==> src/rtl/i2c_register_access_master_defines.svh <==
// Assertion macros for the I2C register access master.
// Included by files that carry concurrent checks; needs nothing else.
`ifndef I2C_REGISTER_ACCESS_MASTER_DEFINES_SVH
`define I2C_REGISTER_ACCESS_MASTER_DEFINES_SVH

`ifndef ASSERT_OFF

`define ASSERT_IMPLY(label, clk, rst, ante, cons) \
   label: assert property (@(posedge clk) disable iff (rst) (ante) |-> (cons)) \
      else $error("same-cycle implication check failed");

`define ASSERT_NEXT(label, clk, rst, ante, cons) \
   label: assert property (@(posedge clk) disable iff (rst) (ante) |=> (cons)) \
      else $error("next-cycle implication check failed");

`else

`define ASSERT_IMPLY(label, clk, rst, ante, cons)

`define ASSERT_NEXT(label, clk, rst, ante, cons)

`endif

`endif

==> src/rtl/i2cram_pkg.sv <==
// Shared types and constants for the I2C register access master.
// No dependencies; used by every module of the block.
package i2cram_pkg;

   localparam int unsigned DEV_ADDR_W   = 7;
   localparam int unsigned TICKS_W      = 16;
   localparam int unsigned CSR_INDEX_W  = 2;
   localparam int unsigned CSR_DATA_W   = 16;
   localparam int unsigned QUEUE_DEPTH  = 2;

   localparam logic [DEV_ADDR_W-1:0] DEV_ADDR_RESET    = 7'd42;
   localparam logic [TICKS_W-1:0]    HALF_PERIOD_RESET = 16'd250;
   localparam logic [TICKS_W-1:0]    ACK_TIMEOUT_RESET = 16'd250;

   // configuration register indexes
   localparam logic [CSR_INDEX_W-1:0] CSR_DEV_ADDR    = 2'd0;
   localparam logic [CSR_INDEX_W-1:0] CSR_HALF_PERIOD = 2'd1;
   localparam logic [CSR_INDEX_W-1:0] CSR_ACK_TIMEOUT = 2'd2;

   // request mode codes
   localparam logic [1:0] MODE_WRITE = 2'd1;
   localparam logic [1:0] MODE_READ  = 2'd2;

   typedef enum logic [1:0] {
      CMD_NONE  = 2'd0,
      CMD_WRITE = 2'd1,
      CMD_READ  = 2'd2
   } cmd_type;

   typedef struct packed {
      logic [1:0]  mode;
      logic [7:0]  target_reg;
      logic [15:0] write_data;
      logic        sda_in;
   } req_type;

   typedef struct packed {
      logic        scl_out;
      logic        sda_out;
      logic        busy_res;
      logic        done_res;
      logic [15:0] read_data;
      logic        ack_fail;
   } rsp_type;

   // one classified tick word as held in the queue
   typedef struct packed {
      cmd_type     cmd;
      logic [7:0]  target_reg;
      logic [15:0] write_data;
      logic        sda_in;
   } tick_type;

   typedef struct packed {
      logic full;
      logic empty;
   } q_status_type;

   typedef struct packed {
      logic [DEV_ADDR_W-1:0] dev_addr;
      logic [TICKS_W-1:0]    half_period;
      logic [TICKS_W-1:0]    ack_timeout;
   } cfg_type;

   typedef enum logic [16:0] {
      PH_IDLE    = 17'h00001,
      PH_RS      = 17'h00002,
      PH_ST_A    = 17'h00004,
      PH_ST_B    = 17'h00008,
      PH_ST_C    = 17'h00010,
      PH_TX_LOW  = 17'h00020,
      PH_TX_HIGH = 17'h00040,
      PH_AK_LOW  = 17'h00080,
      PH_AK_WAIT = 17'h00100,
      PH_AK_HOLD = 17'h00200,
      PH_RX_LOW  = 17'h00400,
      PH_RX_HIGH = 17'h00800,
      PH_MA_LOW  = 17'h01000,
      PH_MA_HIGH = 17'h02000,
      PH_SP_A    = 17'h04000,
      PH_SP_B    = 17'h08000,
      PH_SP_C    = 17'h10000
   } phase_type;

endpackage

==> src/rtl/i2cram_front.sv <==
// Front end: takes request words, classifies the command and pushes into the queue.
// Depends on i2cram_pkg.
module i2cram_front (
   input  logic                    req_valid,
   output logic                    req_ready,
   input  i2cram_pkg::req_type     req_payload,
   input  i2cram_pkg::q_status_type q_status,
   output logic                    push,
   output i2cram_pkg::tick_type    push_data
);

   i2cram_pkg::cmd_type cmd;

   always_comb begin
      unique case (req_payload.mode)
         i2cram_pkg::MODE_WRITE: cmd = i2cram_pkg::CMD_WRITE;
         i2cram_pkg::MODE_READ:  cmd = i2cram_pkg::CMD_READ;
         default:                cmd = i2cram_pkg::CMD_NONE;
      endcase
   end

   assign req_ready = !q_status.full;
   assign push      = req_valid && !q_status.full;

   assign push_data.cmd        = cmd;
   assign push_data.target_reg = req_payload.target_reg;
   assign push_data.write_data = req_payload.write_data;
   assign push_data.sda_in     = req_payload.sda_in;

endmodule

==> src/rtl/i2cram_queue.sv <==
// Short FIFO of classified tick words between front end and bus engine.
// Depends on i2cram_pkg.
module i2cram_queue #(
   parameter int unsigned DEPTH = i2cram_pkg::QUEUE_DEPTH
) (
   input  logic                     clock,
   input  logic                     reset,
   input  logic                     push,
   input  i2cram_pkg::tick_type     push_data,
   input  logic                     pop,
   output i2cram_pkg::tick_type     pop_data,
   output i2cram_pkg::q_status_type q_status
);

   localparam int unsigned PTR_W = (DEPTH > 1) ? $clog2(DEPTH) : 1;
   localparam int unsigned CNT_W = $clog2(DEPTH + 1);
   localparam logic [PTR_W-1:0] LAST_PTR = PTR_W'(DEPTH - 1);
   localparam logic [CNT_W-1:0] FULL_CNT = CNT_W'(DEPTH);

   i2cram_pkg::tick_type store_ff [DEPTH];
   logic [PTR_W-1:0] wr_ptr_ff, wr_ptr_in;
   logic [PTR_W-1:0] rd_ptr_ff, rd_ptr_in;
   logic [CNT_W-1:0] count_ff, count_in;

   always_comb begin
      wr_ptr_in = wr_ptr_ff;
      rd_ptr_in = rd_ptr_ff;
      count_in  = count_ff;
      if (push) begin
         wr_ptr_in = (wr_ptr_ff == LAST_PTR) ? '0 : wr_ptr_ff + PTR_W'(1);
      end
      if (pop) begin
         rd_ptr_in = (rd_ptr_ff == LAST_PTR) ? '0 : rd_ptr_ff + PTR_W'(1);
      end
      if (push && !pop) begin
         count_in = count_ff + CNT_W'(1);
      end else if (pop && !push) begin
         count_in = count_ff - CNT_W'(1);
      end
   end

   always_ff @(posedge clock) begin
      if (reset) begin
         wr_ptr_ff <= '0;
         rd_ptr_ff <= '0;
         count_ff  <= '0;
      end else begin
         wr_ptr_ff <= wr_ptr_in;
         rd_ptr_ff <= rd_ptr_in;
         count_ff  <= count_in;
      end
   end

   always_ff @(posedge clock) begin
      if (push) begin
         store_ff[wr_ptr_ff] <= push_data;
      end
   end

   assign pop_data       = store_ff[rd_ptr_ff];
   assign q_status.full  = (count_ff == FULL_CNT);
   assign q_status.empty = (count_ff == '0);

endmodule

==> src/rtl/i2cram_engine.sv <==
// Bus engine: steps the I2C sequencer once per tick word and registers the result.
// Depends on i2cram_pkg.
module i2cram_engine (
   input  logic                     clock,
   input  logic                     reset,
   input  i2cram_pkg::cfg_type      cfg,
   input  i2cram_pkg::q_status_type q_status,
   input  i2cram_pkg::tick_type     tick,
   output logic                     pop,
   output logic                     rsp_valid,
   input  logic                     rsp_ready,
   output i2cram_pkg::rsp_type      rsp_payload
);

   localparam int unsigned TW = i2cram_pkg::TICKS_W;

   i2cram_pkg::phase_type phase_ff, phase_in;
   logic [3:0]    bit_ff, bit_in;
   logic [TW-1:0] delay_ff, delay_in;
   logic [TW-1:0] wait_ff, wait_in;
   logic [7:0]    shift_ff, shift_in;
   logic [7:0]    held_reg_ff, held_reg_in;
   logic [15:0]   held_data_ff, held_data_in;
   logic [15:0]   read_value_ff, read_value_in;
   logic          is_read_ff, is_read_in;
   logic          failed_ff, failed_in;
   logic [2:0]    byte_no_ff, byte_no_in;
   logic          rsp_valid_ff;
   i2cram_pkg::rsp_type rsp_ff, rsp_in;

   logic [TW-1:0] half_eff;
   logic [TW:0]   delay_inc;
   logic [TW:0]   wait_inc;
   logic          over;
   logic          timed;
   logic          done;
   logic [3:0]    bit_inc;
   logic [2:0]    byte_no_inc;
   logic [7:0]    tx_shift;
   logic [7:0]    rx_shift;
   logic [7:0]    addr_wr;
   logic [7:0]    addr_rd;
   logic [1:0]    bus;

   function automatic logic [1:0] bus_drive(i2cram_pkg::phase_type ph, logic b, logic a);
      logic [1:0] d;
      unique case (ph)
         i2cram_pkg::PH_RS:      d = 2'b01;
         i2cram_pkg::PH_ST_B:    d = 2'b10;
         i2cram_pkg::PH_ST_C:    d = 2'b00;
         i2cram_pkg::PH_TX_LOW:  d = {1'b0, b};
         i2cram_pkg::PH_TX_HIGH: d = {1'b1, b};
         i2cram_pkg::PH_AK_LOW:  d = 2'b01;
         i2cram_pkg::PH_RX_LOW:  d = 2'b01;
         i2cram_pkg::PH_MA_LOW:  d = {1'b0, a};
         i2cram_pkg::PH_MA_HIGH: d = {1'b1, a};
         i2cram_pkg::PH_SP_A:    d = 2'b00;
         i2cram_pkg::PH_SP_B:    d = 2'b10;
         default:                d = 2'b11;
      endcase
      return d;
   endfunction

   assign pop = !q_status.empty && (!rsp_valid_ff || rsp_ready);

   // a zero half period still lasts one tick
   assign half_eff    = (cfg.half_period == '0) ? TW'(1) : cfg.half_period;
   assign delay_inc   = {1'b0, delay_ff} + (TW+1)'(1);
   assign wait_inc    = {1'b0, wait_ff} + (TW+1)'(1);
   assign over        = (delay_inc >= {1'b0, half_eff});
   assign bit_inc     = bit_ff + 4'd1;
   assign byte_no_inc = byte_no_ff + 3'd1;
   assign tx_shift    = {shift_ff[6:0], 1'b0};
   assign rx_shift    = {shift_ff[6:0], tick.sda_in};
   assign addr_wr     = {cfg.dev_addr, 1'b0};
   assign addr_rd     = {cfg.dev_addr, 1'b1};

   always_comb begin
      phase_in      = phase_ff;
      bit_in        = bit_ff;
      wait_in       = wait_ff;
      shift_in      = shift_ff;
      held_reg_in   = held_reg_ff;
      held_data_in  = held_data_ff;
      read_value_in = read_value_ff;
      is_read_in    = is_read_ff;
      failed_in     = failed_ff;
      byte_no_in    = byte_no_ff;
      done          = 1'b0;
      timed         = 1'b1;
      unique case (phase_ff)
         i2cram_pkg::PH_IDLE: begin
            timed = 1'b0;
            if (tick.cmd != i2cram_pkg::CMD_NONE) begin
               held_reg_in   = tick.target_reg;
               held_data_in  = tick.write_data;
               is_read_in    = (tick.cmd == i2cram_pkg::CMD_READ);
               failed_in     = 1'b0;
               read_value_in = '0;
               byte_no_in    = '0;
               shift_in      = addr_wr;
               bit_in        = '0;
               phase_in      = i2cram_pkg::PH_ST_A;
            end
         end
         i2cram_pkg::PH_RS: begin
            if (over) phase_in = i2cram_pkg::PH_ST_A;
         end
         i2cram_pkg::PH_ST_A: begin
            if (over) phase_in = i2cram_pkg::PH_ST_B;
         end
         i2cram_pkg::PH_ST_B: begin
            if (over) phase_in = i2cram_pkg::PH_ST_C;
         end
         i2cram_pkg::PH_ST_C: begin
            if (over) begin
               // after a repeated start the address goes out with the read bit
               shift_in = (byte_no_ff == 3'd2) ? addr_rd : addr_wr;
               bit_in   = '0;
               phase_in = i2cram_pkg::PH_TX_LOW;
            end
         end
         i2cram_pkg::PH_TX_LOW: begin
            if (over) phase_in = i2cram_pkg::PH_TX_HIGH;
         end
         i2cram_pkg::PH_TX_HIGH: begin
            if (over) begin
               shift_in = tx_shift;
               bit_in   = bit_inc;
               phase_in = (bit_inc >= 4'd8) ? i2cram_pkg::PH_AK_LOW : i2cram_pkg::PH_TX_LOW;
            end
         end
         i2cram_pkg::PH_AK_LOW: begin
            if (over) begin
               wait_in  = '0;
               phase_in = i2cram_pkg::PH_AK_WAIT;
            end
         end
         i2cram_pkg::PH_AK_WAIT: begin
            timed = 1'b0;
            if (!tick.sda_in) begin
               phase_in = i2cram_pkg::PH_AK_HOLD;
            end else if (wait_inc > {1'b0, cfg.ack_timeout}) begin
               failed_in = 1'b1;
               phase_in  = i2cram_pkg::PH_SP_A;
            end else begin
               wait_in = wait_inc[TW-1:0];
            end
         end
         i2cram_pkg::PH_AK_HOLD: begin
            if (over) begin
               byte_no_in = byte_no_inc;
               if (!is_read_ff) begin
                  unique case (byte_no_inc)
                     3'd1: begin
                        shift_in = held_reg_ff;
                        bit_in   = '0;
                        phase_in = i2cram_pkg::PH_TX_LOW;
                     end
                     3'd2: begin
                        shift_in = held_data_ff[15:8];
                        bit_in   = '0;
                        phase_in = i2cram_pkg::PH_TX_LOW;
                     end
                     3'd3: begin
                        shift_in = held_data_ff[7:0];
                        bit_in   = '0;
                        phase_in = i2cram_pkg::PH_TX_LOW;
                     end
                     default: phase_in = i2cram_pkg::PH_SP_A;
                  endcase
               end else begin
                  unique case (byte_no_inc)
                     3'd1: begin
                        shift_in = held_reg_ff;
                        bit_in   = '0;
                        phase_in = i2cram_pkg::PH_TX_LOW;
                     end
                     3'd2: phase_in = i2cram_pkg::PH_RS;
                     default: begin
                        byte_no_in = 3'd3;
                        shift_in   = '0;
                        bit_in     = '0;
                        phase_in   = i2cram_pkg::PH_RX_LOW;
                     end
                  endcase
               end
            end
         end
         i2cram_pkg::PH_RX_LOW: begin
            if (over) phase_in = i2cram_pkg::PH_RX_HIGH;
         end
         i2cram_pkg::PH_RX_HIGH: begin
            if (over) begin
               shift_in = rx_shift;
               bit_in   = bit_inc;
               if (bit_inc >= 4'd8) begin
                  read_value_in = (byte_no_ff == 3'd3) ? {rx_shift, 8'h00}
                                                       : {read_value_ff[15:8], rx_shift};
                  phase_in = i2cram_pkg::PH_MA_LOW;
               end else begin
                  phase_in = i2cram_pkg::PH_RX_LOW;
               end
            end
         end
         i2cram_pkg::PH_MA_LOW: begin
            if (over) phase_in = i2cram_pkg::PH_MA_HIGH;
         end
         i2cram_pkg::PH_MA_HIGH: begin
            if (over) begin
               if (byte_no_ff == 3'd3) begin
                  byte_no_in = 3'd4;
                  shift_in   = '0;
                  bit_in     = '0;
                  phase_in   = i2cram_pkg::PH_RX_LOW;
               end else begin
                  phase_in = i2cram_pkg::PH_SP_A;
               end
            end
         end
         i2cram_pkg::PH_SP_A: begin
            if (over) phase_in = i2cram_pkg::PH_SP_B;
         end
         i2cram_pkg::PH_SP_B: begin
            if (over) phase_in = i2cram_pkg::PH_SP_C;
         end
         i2cram_pkg::PH_SP_C: begin
            if (over) begin
               phase_in = i2cram_pkg::PH_IDLE;
               done     = 1'b1;
            end
         end
         default: begin
            timed    = 1'b0;
            phase_in = i2cram_pkg::PH_IDLE;
         end
      endcase
   end

   // every phase change and every completed step restarts the delay count
   assign delay_in = (timed && !over) ? delay_inc[TW-1:0] : '0;

   // ack the first read byte, nack the last
   assign bus = bus_drive(phase_in, shift_in[7], byte_no_in != 3'd3);

   always_comb begin
      rsp_in.scl_out   = bus[1];
      rsp_in.sda_out   = bus[0];
      rsp_in.busy_res  = (phase_in != i2cram_pkg::PH_IDLE);
      rsp_in.done_res  = done;
      rsp_in.read_data = done ? read_value_in : '0;
      rsp_in.ack_fail  = done && failed_in;
   end

   always_ff @(posedge clock) begin
      if (reset) begin
         phase_ff     <= i2cram_pkg::PH_IDLE;
         bit_ff       <= '0;
         delay_ff     <= '0;
         wait_ff      <= '0;
         is_read_ff   <= 1'b0;
         failed_ff    <= 1'b0;
         byte_no_ff   <= '0;
         rsp_valid_ff <= 1'b0;
      end else begin
         if (pop) begin
            phase_ff   <= phase_in;
            bit_ff     <= bit_in;
            delay_ff   <= delay_in;
            wait_ff    <= wait_in;
            is_read_ff <= is_read_in;
            failed_ff  <= failed_in;
            byte_no_ff <= byte_no_in;
         end
         if (pop) begin
            rsp_valid_ff <= 1'b1;
         end else if (rsp_ready) begin
            rsp_valid_ff <= 1'b0;
         end
      end
   end

   always_ff @(posedge clock) begin
      if (pop) begin
         shift_ff      <= shift_in;
         held_reg_ff   <= held_reg_in;
         held_data_ff  <= held_data_in;
         read_value_ff <= read_value_in;
         rsp_ff        <= rsp_in;
      end
   end

   assign rsp_valid   = rsp_valid_ff;
   assign rsp_payload = rsp_ff;

endmodule

==> src/rtl/i2c_register_access_master.sv <==
// Top level of the I2C 16-bit register access master: config registers and wiring.
// Depends on i2cram_pkg, i2cram_front, i2cram_queue, i2cram_engine and the defines header.
//
//   channel   direction   handshake               word
//   req_      in          req_valid / req_ready   req_payload (one bus tick)
//   rsp_      out         rsp_valid / rsp_ready   rsp_payload (bus drive and status)
//   csr_      in          csr_write_en            csr_index, csr_wdata
//
// One tick word is taken per cycle while the queue is not full; its result is registered
// in the engine's output register after the word has passed through the tick queue.
// A stalled rsp_ channel fills the queue, then drops req_ready.
// Reset is synchronous: the queue empties, the sequencer returns to idle and the
// configuration registers take their defaults.
`include "i2c_register_access_master_defines.svh"

module i2c_register_access_master #(
   parameter int unsigned QUEUE_DEPTH = i2cram_pkg::QUEUE_DEPTH
) (
   input  logic                                 clock,
   input  logic                                 reset,
   input  logic                                 req_valid,
   output logic                                 req_ready,
   input  i2cram_pkg::req_type                  req_payload,
   output logic                                 rsp_valid,
   input  logic                                 rsp_ready,
   output i2cram_pkg::rsp_type                  rsp_payload,
   input  logic                                 csr_write_en,
   input  logic [i2cram_pkg::CSR_INDEX_W-1:0]   csr_index,
   input  logic [i2cram_pkg::CSR_DATA_W-1:0]    csr_wdata
);

   i2cram_pkg::cfg_type      cfg_ff, cfg_in;
   i2cram_pkg::q_status_type q_status;
   i2cram_pkg::tick_type     push_data;
   i2cram_pkg::tick_type     pop_data;
   logic                     push;
   logic                     pop;

   always_comb begin
      cfg_in = cfg_ff;
      if (csr_write_en) begin
         unique case (csr_index)
            i2cram_pkg::CSR_DEV_ADDR:
               cfg_in.dev_addr = csr_wdata[i2cram_pkg::DEV_ADDR_W-1:0];
            i2cram_pkg::CSR_HALF_PERIOD:
               cfg_in.half_period = csr_wdata[i2cram_pkg::TICKS_W-1:0];
            i2cram_pkg::CSR_ACK_TIMEOUT:
               cfg_in.ack_timeout = csr_wdata[i2cram_pkg::TICKS_W-1:0];
            default: cfg_in = cfg_ff;
         endcase
      end
   end

   always_ff @(posedge clock) begin
      if (reset) begin
         cfg_ff.dev_addr    <= i2cram_pkg::DEV_ADDR_RESET;
         cfg_ff.half_period <= i2cram_pkg::HALF_PERIOD_RESET;
         cfg_ff.ack_timeout <= i2cram_pkg::ACK_TIMEOUT_RESET;
      end else begin
         cfg_ff <= cfg_in;
      end
   end

   i2cram_front u_front (
      .req_valid   (req_valid),
      .req_ready   (req_ready),
      .req_payload (req_payload),
      .q_status    (q_status),
      .push        (push),
      .push_data   (push_data)
   );

   i2cram_queue #(
      .DEPTH (QUEUE_DEPTH)
   ) u_queue (
      .clock     (clock),
      .reset     (reset),
      .push      (push),
      .push_data (push_data),
      .pop       (pop),
      .pop_data  (pop_data),
      .q_status  (q_status)
   );

   i2cram_engine u_engine (
      .clock       (clock),
      .reset       (reset),
      .cfg         (cfg_ff),
      .q_status    (q_status),
      .tick        (pop_data),
      .pop         (pop),
      .rsp_valid   (rsp_valid),
      .rsp_ready   (rsp_ready),
      .rsp_payload (rsp_payload)
   );

   // no result appears without a word in flight
   `ASSERT_NEXT(a_no_phantom_word, clock, reset, q_status.empty && !rsp_valid, !rsp_valid)

   // a queued word reaches the output as soon as the output register is free
   `ASSERT_NEXT(a_queue_drains, clock, reset, !q_status.empty && (!rsp_valid || rsp_ready), rsp_valid)

   // the ending tick never reports busy
   `ASSERT_IMPLY(a_done_not_busy, clock, reset, rsp_valid && rsp_payload.done_res, !rsp_payload.busy_res)

endmodule

==> config.mk <==
export PLATFORM = sky130hd
export DESIGN_NAME = i2c_register_access_master
export DESIGN_NICKNAME = d
export VERILOG_FILES = /design/src/rtl/i2cram_pkg.sv /design/src/rtl/i2cram_front.sv /design/src/rtl/i2cram_queue.sv /design/src/rtl/i2cram_engine.sv /design/src/rtl/i2c_register_access_master.sv
export VERILOG_INCLUDE_DIRS = /design/src /design/src/rtl
export SDC_FILE = /design/constraint.sdc
export NUM_CORES = 1
export LEC_CHECK = 0
export BUFFER_PORTS_ARGS = -buffer_cell sky130_fd_sc_hd__buf_2
export CAP_MARGIN = 20
export CELL_PAD_IN_SITES_DETAIL_PLACEMENT = 0
export CELL_PAD_IN_SITES_GLOBAL_PLACEMENT = 1
export CORE_MARGIN = 4
export CORE_UTILIZATION = 50
export DETAILED_ROUTE_END_ITERATION = 8
export PLACE_DENSITY = 0.91
export SYNTH_ARGS = -nofsm -noshare
export SYNTH_HDL_FRONTEND = slang
export SYNTH_SLANG_ARGS = --single-unit
==> constraint.sdc <==
create_clock -name clock -period 9.64 [get_ports clock]
set_clock_uncertainty 0.05 [all_clocks]
set_input_delay 0 -clock clock [delete_from_list [all_inputs] [get_ports clock]]
set_output_delay 0 -clock clock [all_outputs]
set_load 0.005 [all_outputs]
==> run metrics <==
GP Congestion=just over 0.9; die area=24700 sq um; Period minus WS final=4.93 ns; R2R depth=16; WL/cell=between 15 and 20 um; Hold Path Depth=2; final instance area=13000 sq um; top post-synthesis cells by count=nand2_1, edfxtp_1, dfxtp_1; worst skew pair latency=roughly 0.53 ns; asr flop ratio synth=0%; sequential element share of the synthesized area=~52%; synthesized area=between 10000 and 15000 sq um; P per Cell Area=241 nW/um^2; I/O Buffers=between 70 and 80; Syn Nets=about 1200; leakage=a little under 5 nW; Clock Tree Root=clkbuf_16; setup TNS=0 ns; outcome=complete, no violations; Post-synth EDFFs=roughly 120; worst hold slack=roughly 0.071 ns; H-tree levels=1; CP Capture Type=register; Die Width=~160 um; CP cell instances=ha_1 > nand4_1 > nor3_1 > nand4_1 > xnor2_1 > ha_1 > nand3_1 > nor3_1 > nand2_1 > o211ai_1 > buf_4 > a21o_1 > nand3_1 > a21o_1 > or3b_2 > a21oi_1; worst hold path class=primary input to register; unrepaired setup endpoints after global routing=false; post-CTS resize count=0; gr ovfl total=0; Max clock buf depth=3; top cell type's share of synthesized area=approximately a third; startpoint types=register; layout cell share with drive strength beyond 1=between 10 and 15%; final slew viol count=0; synthesis warning total=0; CP max stage delay=around 0.53 ns; DR pass1 iterations=6; count leader, synth=nand2_1; Netlist cell types=between 70 and 80; power after layout=3.14 mW; Final #Nets=approximately 1300; number of diodes=0; core area=21900 sq um; CP Data Required Time=10.04 ns; CP max FO=24; CP arrival=between 5 and 6 ns; vias in the first global route=8279; row count=between 50 and 60; top post-synthesis cells by area=edfxtp_1, dfxtp_1, ha_1; routed vias=approximately 8800; Die Span Y=approximately 160 um; period utilization=51.1%; first-pass GRT wire length=about 43000 um; DR iter-0 viols=~970; Top FF cell, synth=edfxtp_1; initial antenna violation count=0; Max Cap Viol=0; endpoints failing setup=0; Syn Inst Count=about 1100; Initial Utilization=50.9%; dpl cell area=~12000 sq um; # IOs=between 70 and 80; Fmax=between 200 and 250 MHz; relative slew slack=approximately 30%; CTS tree=yes; Num CTS Buffers=25; Vias/cell=approximately 5.7; Final ANT Viol Nets=0; DRC viols=0; Worst IR Drop VDD=about 0.22 mV; Synth area leader=edfxtp_1; CTS clk-pin slew, worst paths=0.06 ns; largest net degree at the start of global routing=104; Mapped Avg Cell Area=9.91 sq um; Worst Max-Slew Pin Slew=1.06 ns; #FFs+latches synth=between 200 and 250; Post-DP HPWL=between 15000 and 20000 um; final hold vios=0; Max stage delay cell, worst path=or3b_2; Clock Sinks=226; final wirelength=around 27000 um; WS Path Type=register to register; area grow syn2layout=16.7%; Total GRT Usage=21.3%
## state kept, by name, summed over array words and instances (netlist names), 16 cells and up, named ones only
register and count:
u_engine.rsp_payload 21, u_engine.read_value_ff 16, u_engine.phase_ff 17, u_engine.delay_ff 16, u_engine.wait_ff 16, u_queue.store_ff 54, cfg_ff 39, u_engine.held_data_ff 16
## layer usage
metal  routed length [um]  track usage [%]
met5                    0                0
met4                  648             5.49
met3                 1650             2.58
met2                12800             35.0
met1                11800             30.3
## cell usage in the layout, fill, tap and decap left out, drive strengths merged, types with 11 or more instances in the layout
cell	n
a21oi	91
nand3	37
ha	42
buf	85
nor2	100
a22oi	11
xnor2	21
o21ai	53
and2	17
nor3	25
edfxtp	123
dlygate4sd3	49
nand4	14
nand2	128
mux2	27
inv	62
a211o	17
nor4	14
a22o	12
clkbuf	41
dfxtp	103
a211oi	11
xor2	20
nor2b	13
## power by group
group | switching [mW] | internal, mW | total [mW]
Clock | 0.376 | 0.515 | 0.891
Sequential | 0.0985 | 1.28 | 1.38
Combinational | 0.551 | 0.319 | 0.871
Total | 1.03 | 2.11 | 3.14
## logic make-up (layout without fill, tap and decap cells)
| kind of cell | after synthesis | count (layout) | synth area share, % |
|---|---|---|---|
| simple gates | 416 | 416 | 18.6 |
| compound gates | 250 | 250 | 14.3 |
| flops | 226 | 226 | 51.7 |
| buf+inv | 117 | 241 | 4.23 |
| fa+ha+maj | 42 | 42 | 4.72 |
| xor+xnor | 41 | 41 | 3.22 |
| mux | 33 | 33 | 3.27 |
## area by class of cell
cell class | count | area (sq um)
clock inverters | 5 | 40.0
flip-flops and latches | 226 | 5760
inverters | 61 | 229
fillers | 1830 | 8890
well taps | 280 | 350
multi-input cells | 782 | 4930
repair buffers | 134 | 971
clock buffers | 41 | 726
## worst paths after layout
kind	from	slack, ns	end
max	u_engine.delay_ff[0]	4.71	u_engine.wait_ff[8]
min	reset	0.07	u_engine.wait_ff[0]
max reg2reg	u_engine.delay_ff[0]	4.71	u_engine.wait_ff[8]
min reg2reg	cfg_ff[14]	0.41	cfg_ff[14]
## through the flow
step / setup WS (ns) / util (%) / std cells
2_1_floorplan: 5.37 / - / 1125
3_3_place_gp: 4.87 / 53.5 / 1432
3_5_place_dp: 4.72 / 53.6 / 1433
4_1_cts: 4.71 / 59.4 / 1528
5_1_grt: 4.21 / 59.4 / 1529
6_report: 4.71 / 59.4 / 1529
## worst max-delay path, delay by kind of cell, from the launching register on
kind	cells	cell delay, ns
compound gates	4	1.25
xor+xnor	1	0.18
fa+ha+maj	2	0.57
buf+inv	1	0.31
flops	1	0.39
simple gates	8	2.09
## what timing repair did
action / 4_1_cts / 5_1_grt
hold endpoints to repair: 95 / 0
buffers inserted: 0 / 0
hold buffers: 49 / 0
Power figures use the tool's default switching activity.
